**src/design/tagged_stream_byte_order_fixer_defines.svh**
```systemverilog
// Assertion macros for the byte-order fixer
`ifndef TAGGED_STREAM_BYTE_ORDER_FIXER_DEFINES_SVH
`define TAGGED_STREAM_BYTE_ORDER_FIXER_DEFINES_SVH

// Same-cycle implication
`define TSBOF_ASSERT_NOW(label, clk, rst, cond, conseq, msg) \
   label: assert property (@(posedge clk) disable iff (rst) (cond) |-> (conseq)) \
      else $error(msg);

// Next-cycle implication
`define TSBOF_ASSERT_NEXT(label, clk, rst, cond, conseq, msg) \
   label: assert property (@(posedge clk) disable iff (rst) (cond) |=> (conseq)) \
      else $error(msg);

`endif

```
**src/design/tsbof_pkg.sv**
```systemverilog
package tsbof_pkg;

   localparam int MAX_WORD_BYTES = 8;
   localparam int COUNT_W        = $clog2(MAX_WORD_BYTES + 1);
   localparam int HELD_W         = $clog2(MAX_WORD_BYTES);
   localparam int SKIP_W         = 31;
   localparam int QUEUE_DEPTH    = 4;
   localparam int QPTR_W         = $clog2(QUEUE_DEPTH);
   localparam int QCNT_W         = $clog2(QUEUE_DEPTH + 1);

   localparam logic [COUNT_W-1:0] WORD_LEN_NONE  = COUNT_W'(0);
   localparam logic [COUNT_W-1:0] WORD_LEN_BYTE  = COUNT_W'(1);
   localparam logic [COUNT_W-1:0] WORD_LEN_SHORT = COUNT_W'(4);
   localparam logic [COUNT_W-1:0] WORD_LEN_LONG  = COUNT_W'(8);

   localparam logic [7:0] TAG_INT32     = 8'd0;
   localparam logic [7:0] TAG_UINT32    = 8'd1;
   localparam logic [7:0] TAG_DOUBLE    = 8'd4;
   localparam logic [7:0] TAG_FLOAT     = 8'd5;
   localparam logic [7:0] TAG_STRING    = 8'd6;
   localparam logic [7:0] TAG_INT64     = 8'd7;
   localparam logic [7:0] TAG_UINT64    = 8'd8;
   localparam logic [7:0] TAG_SUBSTREAM = 8'd9;

   localparam logic CSR_NATIVE_ORDER_MARK = 1'b0;
   localparam logic CSR_NATIVE_BIG_ENDIAN = 1'b1;

   typedef struct packed {
      logic [7:0] native_order_mark;
      logic       native_big_endian;
   } csr_type;

   // One group of output bytes; data[0] leaves first
   typedef struct packed {
      logic [MAX_WORD_BYTES-1:0][7:0] data;
      logic [COUNT_W-1:0]             count;
      logic                           last;
      logic                           trunc;
   } word_cmd_type;

endpackage

```
**src/design/tsbof_front.sv**
```systemverilog
module tsbof_front (
   input  logic                  clock,
   input  logic                  reset,
   input  logic                  req_valid,
   input  logic                  req_stall,
   input  logic [7:0]            req_byte_in,
   input  logic                  req_end_of_message,
   input  tsbof_pkg::csr_type    csr,
   output logic                  push,
   output tsbof_pkg::word_cmd_type push_cmd
);
   import tsbof_pkg::*;

   typedef enum logic [1:0] {PH_MARK, PH_TAG, PH_WORD, PH_SKIP} phase_type;

   phase_type          phase_ff, phase_in;
   logic               swap_ff, swap_in;
   logic [HELD_W-1:0]  held_ff, held_in;
   logic [COUNT_W-1:0] word_len_ff, word_len_in;
   logic               len_follows_ff, len_follows_in;
   logic [SKIP_W-1:0]  skip_ff, skip_in;
   logic [MAX_WORD_BYTES-1:0][7:0] word_buf_ff;

   logic [MAX_WORD_BYTES-1:0][7:0] nb;
   logic [MAX_WORD_BYTES-1:0][7:0] rev;
   logic [COUNT_W-1:0] held_next;
   logic               finish;
   logic [31:0]        len_word;
   logic [SKIP_W-1:0]  skip_val;
   logic               accept;
   logic               buf_we;

   assign accept    = req_valid && !req_stall;
   assign held_next = COUNT_W'(held_ff) + COUNT_W'(1);
   assign finish    = held_next >= word_len_ff;

   always_comb begin
      nb = word_buf_ff;
      nb[held_ff] = req_byte_in;
      rev = '0;
      case (word_len_ff)
         WORD_LEN_LONG: begin
            for (int i = 0; i < MAX_WORD_BYTES; i++) rev[i] = nb[MAX_WORD_BYTES-1-i];
         end
         WORD_LEN_SHORT: begin
            for (int i = 0; i < 4; i++) rev[i] = nb[3-i];
         end
         default: begin
            rev[0] = nb[0];
         end
      endcase
      if (csr.native_big_endian) len_word = {nb[3], nb[2], nb[1], nb[0]};
      else len_word = {nb[0], nb[1], nb[2], nb[3]};
      skip_val = len_word[31] ? '0 : len_word[SKIP_W-1:0];
   end

   always_comb begin
      phase_in       = phase_ff;
      swap_in        = swap_ff;
      held_in        = held_ff;
      word_len_in    = word_len_ff;
      len_follows_in = len_follows_ff;
      skip_in        = skip_ff;
      buf_we         = 1'b0;
      push           = 1'b0;
      push_cmd       = '0;
      push_cmd.data[0] = req_byte_in;
      push_cmd.count   = WORD_LEN_BYTE;
      push_cmd.last    = req_end_of_message;
      if (accept) begin
         if (phase_ff == PH_MARK) begin
            swap_in        = req_byte_in != csr.native_order_mark;
            phase_in       = PH_TAG;
            held_in        = '0;
            len_follows_in = 1'b0;
            skip_in        = '0;
         end else if (!swap_ff) begin
            push = 1'b1;
         end else begin
            unique case (phase_ff)
               PH_TAG: begin
                  push           = 1'b1;
                  held_in        = '0;
                  phase_in       = PH_WORD;
                  len_follows_in = 1'b0;
                  unique case (req_byte_in) inside
                     TAG_INT32, TAG_UINT32, TAG_FLOAT: word_len_in = WORD_LEN_SHORT;
                     TAG_DOUBLE, TAG_INT64, TAG_UINT64: word_len_in = WORD_LEN_LONG;
                     TAG_STRING, TAG_SUBSTREAM: begin
                        word_len_in    = WORD_LEN_SHORT;
                        len_follows_in = 1'b1;
                     end
                     default: word_len_in = WORD_LEN_BYTE;
                  endcase
               end
               PH_WORD: begin
                  buf_we = 1'b1;
                  if (finish) begin
                     push           = 1'b1;
                     push_cmd.data  = rev;
                     push_cmd.count = word_len_ff;
                     held_in        = '0;
                     phase_in       = PH_TAG;
                     len_follows_in = 1'b0;
                     if (len_follows_ff && word_len_ff == WORD_LEN_SHORT) begin
                        skip_in = skip_val;
                        if (skip_val != '0) phase_in = PH_SKIP;
                     end
                  end else begin
                     held_in = held_next[HELD_W-1:0];
                     if (req_end_of_message) begin
                        push           = 1'b1;
                        push_cmd.data  = nb;
                        push_cmd.count = held_next;
                        push_cmd.trunc = 1'b1;
                     end
                  end
               end
               PH_SKIP: begin
                  push    = 1'b1;
                  skip_in = skip_ff - SKIP_W'(1);
                  if (skip_in == '0) phase_in = PH_TAG;
               end
               default: begin
                  phase_in = PH_TAG;
               end
            endcase
         end
         if (req_end_of_message) begin
            phase_in       = PH_MARK;
            swap_in        = 1'b0;
            held_in        = '0;
            word_len_in    = WORD_LEN_NONE;
            len_follows_in = 1'b0;
            skip_in        = '0;
         end
      end
   end

   always_ff @(posedge clock) begin
      if (reset) begin
         phase_ff       <= PH_MARK;
         swap_ff        <= 1'b0;
         held_ff        <= '0;
         word_len_ff    <= WORD_LEN_NONE;
         len_follows_ff <= 1'b0;
         skip_ff        <= '0;
      end else begin
         phase_ff       <= phase_in;
         swap_ff        <= swap_in;
         held_ff        <= held_in;
         word_len_ff    <= word_len_in;
         len_follows_ff <= len_follows_in;
         skip_ff        <= skip_in;
      end
      if (buf_we) word_buf_ff[held_ff] <= req_byte_in;
   end

endmodule

```
**src/design/tsbof_queue.sv**
```systemverilog
module tsbof_queue (
   input  logic                    clock,
   input  logic                    reset,
   input  logic                    push,
   input  tsbof_pkg::word_cmd_type push_cmd,
   output logic                    full,
   input  logic                    pop,
   output tsbof_pkg::word_cmd_type pop_cmd,
   output logic                    empty
);
   import tsbof_pkg::*;

   word_cmd_type       slot_ff [QUEUE_DEPTH];
   logic [QPTR_W-1:0]  wr_ptr_ff, rd_ptr_ff;
   logic [QCNT_W-1:0]  count_ff;
   logic               do_push, do_pop;

   assign full    = count_ff == QCNT_W'(QUEUE_DEPTH);
   assign empty   = count_ff == '0;
   assign do_push = push && !full;
   assign do_pop  = pop && !empty;
   assign pop_cmd = slot_ff[rd_ptr_ff];

   always_ff @(posedge clock) begin
      if (reset) begin
         wr_ptr_ff <= '0;
         rd_ptr_ff <= '0;
         count_ff  <= '0;
      end else begin
         if (do_push) begin
            wr_ptr_ff <= (wr_ptr_ff == QPTR_W'(QUEUE_DEPTH - 1)) ? '0 : wr_ptr_ff + QPTR_W'(1);
         end
         if (do_pop) begin
            rd_ptr_ff <= (rd_ptr_ff == QPTR_W'(QUEUE_DEPTH - 1)) ? '0 : rd_ptr_ff + QPTR_W'(1);
         end
         if (do_push && !do_pop) count_ff <= count_ff + QCNT_W'(1);
         else if (do_pop && !do_push) count_ff <= count_ff - QCNT_W'(1);
      end
      if (do_push) slot_ff[wr_ptr_ff] <= push_cmd;
   end

endmodule

```
**src/design/tsbof_back.sv**
```systemverilog
module tsbof_back (
   input  logic                    clock,
   input  logic                    reset,
   input  logic                    q_empty,
   input  tsbof_pkg::word_cmd_type q_cmd,
   output logic                    q_pop,
   output logic                    rsp_valid,
   input  logic                    rsp_stall,
   output logic [7:0]              rsp_byte_out,
   output logic                    rsp_last_of_message,
   output logic                    rsp_truncated
);
   import tsbof_pkg::*;

   word_cmd_type       cur_ff;
   logic               cur_valid_ff;
   logic [HELD_W-1:0]  cur_idx_ff;
   logic               out_valid_ff;
   logic [7:0]         out_byte_ff;
   logic               out_last_ff;
   logic               out_trunc_ff;
   logic               load_out;
   logic               final_beat;
   logic               cur_done;

   assign load_out   = cur_valid_ff && (!out_valid_ff || !rsp_stall);
   assign final_beat = (COUNT_W'(cur_idx_ff) + COUNT_W'(1)) == cur_ff.count;
   assign cur_done   = load_out && final_beat;
   assign q_pop      = !q_empty && (!cur_valid_ff || cur_done);

   assign rsp_valid           = out_valid_ff;
   assign rsp_byte_out        = out_byte_ff;
   assign rsp_last_of_message = out_last_ff;
   assign rsp_truncated       = out_trunc_ff;

   always_ff @(posedge clock) begin
      if (reset) begin
         cur_valid_ff <= 1'b0;
         cur_idx_ff   <= '0;
         out_valid_ff <= 1'b0;
      end else begin
         if (q_pop) begin
            cur_valid_ff <= 1'b1;
            cur_idx_ff   <= '0;
         end else if (cur_done) begin
            cur_valid_ff <= 1'b0;
         end else if (load_out) begin
            cur_idx_ff <= cur_idx_ff + HELD_W'(1);
         end
         if (load_out) out_valid_ff <= 1'b1;
         else if (!rsp_stall) out_valid_ff <= 1'b0;
      end
      if (q_pop) cur_ff <= q_cmd;
      if (load_out) begin
         out_byte_ff  <= cur_ff.data[cur_idx_ff];
         out_last_ff  <= cur_ff.last && final_beat;
         out_trunc_ff <= cur_ff.trunc;
      end
   end

endmodule

```
**src/design/tagged_stream_byte_order_fixer.sv**
```systemverilog
// channel | ports                                   | beat
// req     | req_valid req_stall req_byte_in         | one raw message byte
//         | req_end_of_message                      |
// rsp     | rsp_valid rsp_stall rsp_byte_out        | one corrected byte
//         | rsp_last_of_message rsp_truncated       |
// csr     | csr_write_enable csr_index csr_write_data | one register write
//
// Takes one byte per cycle while req_stall is low; the parser pushes groups of up to 8
// bytes into a 4-entry queue; the serialiser sends one byte per cycle from it while
// rsp_stall is low; bytes reach rsp via queue slot, cur_ff and the output register.
// req_stall is high only while the queue is full; rsp_stall holds the output register.
// Synchronous reset clears parser state, queue and output valid; no clearing pass.
`include "tagged_stream_byte_order_fixer_defines.svh"

module tagged_stream_byte_order_fixer (
   input  logic       clock,
   input  logic       reset,
   input  logic       req_valid,
   output logic       req_stall,
   input  logic [7:0] req_byte_in,
   input  logic       req_end_of_message,
   output logic       rsp_valid,
   input  logic       rsp_stall,
   output logic [7:0] rsp_byte_out,
   output logic       rsp_last_of_message,
   output logic       rsp_truncated,
   input  logic       csr_write_enable,
   input  logic       csr_index,
   input  logic [7:0] csr_write_data
);
   import tsbof_pkg::*;

   csr_type      csr_ff;
   logic         q_push, q_pop, q_full, q_empty;
   word_cmd_type q_push_cmd, q_pop_cmd;

   always_ff @(posedge clock) begin
      if (reset) begin
         csr_ff <= '0;
      end else if (csr_write_enable) begin
         unique case (csr_index)
            CSR_NATIVE_ORDER_MARK: csr_ff.native_order_mark <= csr_write_data;
            CSR_NATIVE_BIG_ENDIAN: csr_ff.native_big_endian <= csr_write_data[0];
            default: csr_ff <= csr_ff;
         endcase
      end
   end

   assign req_stall = q_full;

   tsbof_front u_front (
      .clock              (clock),
      .reset              (reset),
      .req_valid          (req_valid),
      .req_stall          (q_full),
      .req_byte_in        (req_byte_in),
      .req_end_of_message (req_end_of_message),
      .csr                (csr_ff),
      .push               (q_push),
      .push_cmd           (q_push_cmd)
   );

   tsbof_queue u_queue (
      .clock    (clock),
      .reset    (reset),
      .push     (q_push),
      .push_cmd (q_push_cmd),
      .full     (q_full),
      .pop      (q_pop),
      .pop_cmd  (q_pop_cmd),
      .empty    (q_empty)
   );

   tsbof_back u_back (
      .clock               (clock),
      .reset               (reset),
      .q_empty             (q_empty),
      .q_cmd               (q_pop_cmd),
      .q_pop               (q_pop),
      .rsp_valid           (rsp_valid),
      .rsp_stall           (rsp_stall),
      .rsp_byte_out        (rsp_byte_out),
      .rsp_last_of_message (rsp_last_of_message),
      .rsp_truncated       (rsp_truncated)
   );

   `TSBOF_ASSERT_NOW(a_no_push_when_full, clock, reset, q_push, !q_full, "push into full queue")
   `TSBOF_ASSERT_NOW(a_no_pop_when_empty, clock, reset, q_pop, !q_empty, "pop from empty queue")
   `TSBOF_ASSERT_NEXT(a_trunc_run, clock, reset, rsp_valid && !rsp_stall && rsp_truncated && !rsp_last_of_message, rsp_valid && rsp_truncated, "truncated flush broken")

endmodule
```
**config.mk**
```make
export PLATFORM = sky130hd
export DESIGN_NAME = tagged_stream_byte_order_fixer
export DESIGN_NICKNAME = d
export VERILOG_FILES = /design/src/design/tsbof_pkg.sv /design/src/design/tsbof_front.sv /design/src/design/tsbof_queue.sv /design/src/design/tsbof_back.sv /design/src/design/tagged_stream_byte_order_fixer.sv
export VERILOG_INCLUDE_DIRS = /design/src /design/src/design
export SDC_FILE = /design/constraint.sdc
export NUM_CORES = 1
export LEC_CHECK = 0
export BUFFER_PORTS_ARGS = -buffer_cell sky130_fd_sc_hd__clkbuf_2
export CAP_MARGIN = 20
export CORE_MARGIN = 2
export CORE_UTILIZATION = 65
export CTS_BUF_LIST = sky130_fd_sc_hd__clkbuf_2
export DETAILED_ROUTE_END_ITERATION = 12
export PLACE_DENSITY = 0.81
export SLEW_MARGIN = 20
export SYNTH_ARGS = -nofsm -noshare
export SYNTH_HDL_FRONTEND = slang
export SYNTH_HIERARCHICAL = 1
export SYNTH_SLANG_ARGS = --single-unit
```
**constraint.sdc**
```tcl
create_clock -name clock -period 7.45 [get_ports clock]
set_clock_uncertainty 0.1 [all_clocks]
set_input_delay 1.49 -clock clock [delete_from_list [all_inputs] [get_ports clock]]
set_output_delay 1.49 -clock clock [all_outputs]
set_load 0.05 [all_outputs]
```
==> impl_metrics.py <==
metrics = {
    "hold_path": {
        "hold_path.class": "flip-flop to flip-flop",
        "min_from": "u_back/cur_ff[0]",
    },
    "synthesis": {
        "synth_top_area_share_pct": 58.5,
        "synth-edff-count": 424,
        "yosysTopAreaCell": "edfxtp_1",
        "synth_area_leaders": "edfxtp_1 (59%), mux4_2 (7.2%), dfxtp_1 (5.9%)",
        "yosysSeqAreaShare_pct": 64.4,
        "synth_ff_type": "edfxtp_1",
        "synthArstFlopShare_pct": 0,
        "syn_area_um2": 21800,
        "synth-seq-cells": 488,
        "ys_types": 86,
        "syn_inst": 1495,
        "synthesis.nets": 1537,
        "yosysWarningCount": 6,
        "syn_area_per_cell_um2": 14.6,
    },
    "clock_network": {
        "cts_buffer_depth": 3,
        "clock_latency_ns": 1.04,
        "htreeDepth": 3,
        "numCtsBuffers": 112,
        "cts.sinks": 488,
        "cts_hold_buf": 0,
        "clk_pin_slew_ns": 0.12,
        "cts-root-buf": "clkbuf_2",
        "ctsResizeCount": 0,
        "postCtsSetupBuffers": 0,
        "cts_tree": "done",
    },
    "timing": {
        "fmax_mhz": 197,
        "worstMarginPinSlew_ns": 1.14,
        "timing.final.crit_period_ns": 5.07,
        "finalHoldViolations": 0,
        "setup_viol": 0,
        "drv_slew": 0,
        "slew_headroom_pct": 24.2,
        "fin_crit_sh_pct": 68.1,
        "setup-tns-final_ns": 0,
        "rsz0062_at_grt": "false",
    },
    "layout": {
        "num-nets-final": 1613,
        "finalInstanceArea_um2": 23300,
        "final_layout_size_suffix_gt1_share_pct": 23.1,
        "most-common-layout-cells": "edfxtp_1 (424), clkbuf_2 (195), nand2_1 (106), nor2_1 (91), mux4_2 (70)",
        "layout_commonest_cell": "edfxtp_1",
        "layout.cells.non_filler": 2108,
        "synthToLayoutAreaGrowth_pct": 6.96,
    },
    "flow_run": {
        "max_cap_viol_count": 0,
    },
    "setup_path": {
        "worst-setup-path-type": "flip-flop to flip-flop",
        "cp-startpoint": "u_front/held_ff[0]",
        "arrival_ns": 5.54,
        "reg2reg_slack_ns": 2.38,
        "worstPathRequired_ns": 7.91,
        "timing.rr.end": "u_queue/slot_ff[3][51]",
        "crit_path_end_kind": "flip-flop",
        "r2r_cells": 9,
        "crit_path_max_fanout": 37,
        "cp-endpoint": "u_queue/slot_ff[3][51]",
        "r2r_start": "u_front/held_ff[0]",
        "cp-start-kind": "flip-flop",
    },
    "grt": {
        "gr-total-overflow": 0,
        "grt_max_degree": 71,
        "antenna_found_initial": 2,
        "grt.total_usage_pct": 30.3,
        "grt_first_pass_wirelength_um": 79900,
        "grt_pass1_vias": 14000,
    },
    "placed_design": {
        "hpwl_um": 32900,
        "numPortBuffers": 34,
        "dpl.cell_count": 1904,
        "dpl_cell_area_um2": 22200,
        "gp_routability_congestion": 0.933,
    },
    "die": {
        "fp.dieH_um": 187,
        "std_cell_rows": 67,
        "die_area_um2": 35000,
        "io_pins": 35,
        "coreArea_um2": 33300,
        "start_util_pct": 65.4,
        "die_width_um": 187,
    },
    "drt": {
        "drt-total-wl_um": 52000,
        "dr.pass1.iters": 6,
        "postRouteAntennaNets": 0,
        "vias_per_cell": 6.58,
        "drc": 0,
        "drt_iter0_drc": 1726,
        "post_drt_wl_per_cell_um": 24.7,
        "vias": 13900,
    },
    "power_and_ir_drop": {
        "finalPower_mw": 5.92,
        "vdd.ir_drop.worst_mv": 0.228,
        "cellPowerDensity_nw_per_um2": 254,
        "leakagePower_nw": 8.32,
    },
    "outcome": {
        "status": "finished clean",
    },
}
[logic make-up after synthesis]
logic type	share of synthesized area [%]
xor gates and xnor gates	1.33
and+or+nand+nor	8.83
DFF	64.4
buffers and inverters	2.94
muxes	12.6
AOI/OAI and AO/OA	8.81
adders and majority gates	1.13
[power breakdown]
| part | leakage [nW] | internal, mW | switching (mW) | total (mW) |
|---|---|---|---|---|
| registers | 4.80 | 3.27 | 0.106 | 3.37 |
| logic | 2.73 | 0.341 | 0.555 | 0.896 |
| clock network | 0.780 | 0.654 | 1.00 | 1.66 |
| total | 8.32 | 4.26 | 1.66 | 5.92 |
[sequential cells by signal, summed over array words and instances, names as in the netlist, named ones only]
register / cells
csr_ff: 9
u_back/cur_valid_ff: 1
u_queue/wr_ptr_ff: 2
u_back/cur_ff: 70
u_front/phase_ff: 2
u_back/rsp_last_of_message: 1
u_queue/count_ff: 3
u_front/len_follows_ff: 1
u_front/swap_ff: 1
u_front/held_ff: 3
u_back/rsp_truncated: 1
u_queue/rd_ptr_ff: 2
u_back/rsp_byte_out: 8
u_queue/slot_ff: 280
u_front/skip_ff: 31
u_back/rsp_valid: 1
u_back/cur_idx_ff: 3
u_front/word_len_ff: 3
u_front/word_buf_ff: 64
[worst max-delay path: stages, from the launching register on]
cell      delay, ns
dfxtp_1        0.67
nand3_1        0.59
inv_1          0.23
ha_1           0.17
a21oi_1        0.22
nand2b_1       0.29
a211oi_1       0.12
nor3_1         0.50
and3_2         1.02
buf_4          0.63
[worst min path at each step]
| stage | endpoint | slack [ns] | cells after the start |
|---|---|---|---|
| after global placement | u_back/rsp_truncated | 0.31 | 0 |
| after detailed placement | u_back/rsp_truncated | 0.32 | 0 |
| after global routing | u_back/rsp_truncated | 0.35 | 0 |
| after floorplan | u_back/rsp_truncated | 0.30 | 0 |
| after CTS | u_back/rsp_truncated | 0.34 | 0 |
| final | u_back/rsp_truncated | 0.34 | 0 |
[synth_stat cells (all sizes together) (5+ instances only)]
master and number:
a21oi 56, a211oi 7, edfxtp 424, a22o 11
nor4 15, nand2 107, buf 32, mux2i 39
o22ai 36, clkbuf 59, a22oi 36, nand3b 5
xor2 12, a31oi 6, o21ai 65, inv 55
nand2b 15, dfxtp 64, nor2 96, nand3 23
and2 6, mux2 31, and3 6, nand4bb 8
nor3 30, or3 16, xnor2 21, o221ai 14
mux4 86, o31ai 7, o211ai 9, ha 18
nor3b 10, nand4 8, a21o 7
[routing by layer]
| metal | GRT usage, % | up-vias | wire length, um |
|---|---|---|---|
| li1 | - | 6111 | - |
| met1 | 39.7 | 6824 | 19500 |
| met2 | 48.4 | 819 | 25200 |
| met3 | 8.33 | 107 | 5770 |
| met4 | 12.8 | 0 | 1610 |
| met5 | 0 | - | 0 |
[metrics by stage]
step	hold slack, ns	setup WS [ns]	util [%]
global placement	0.309	2.34	66.8
finish	0.340	2.38	69.9
floorplan	0.300	2.59	-
detailed placement	0.317	2.42	66.8
CTS	0.342	2.53	69.9
global route	0.352	2.04	69.9
[final cells by class]
type	instances	area (um^2)
clock buffer	161	806
tap	448	561
sequential	488	14000
clock inverter	40	223
fill	2248	10000
timing repair buffer	53	320
multi-input combinational	860	7130
antenna	2	5.00
inverter	56	215
No activity file was read; power rests on OpenSTA's default activity.
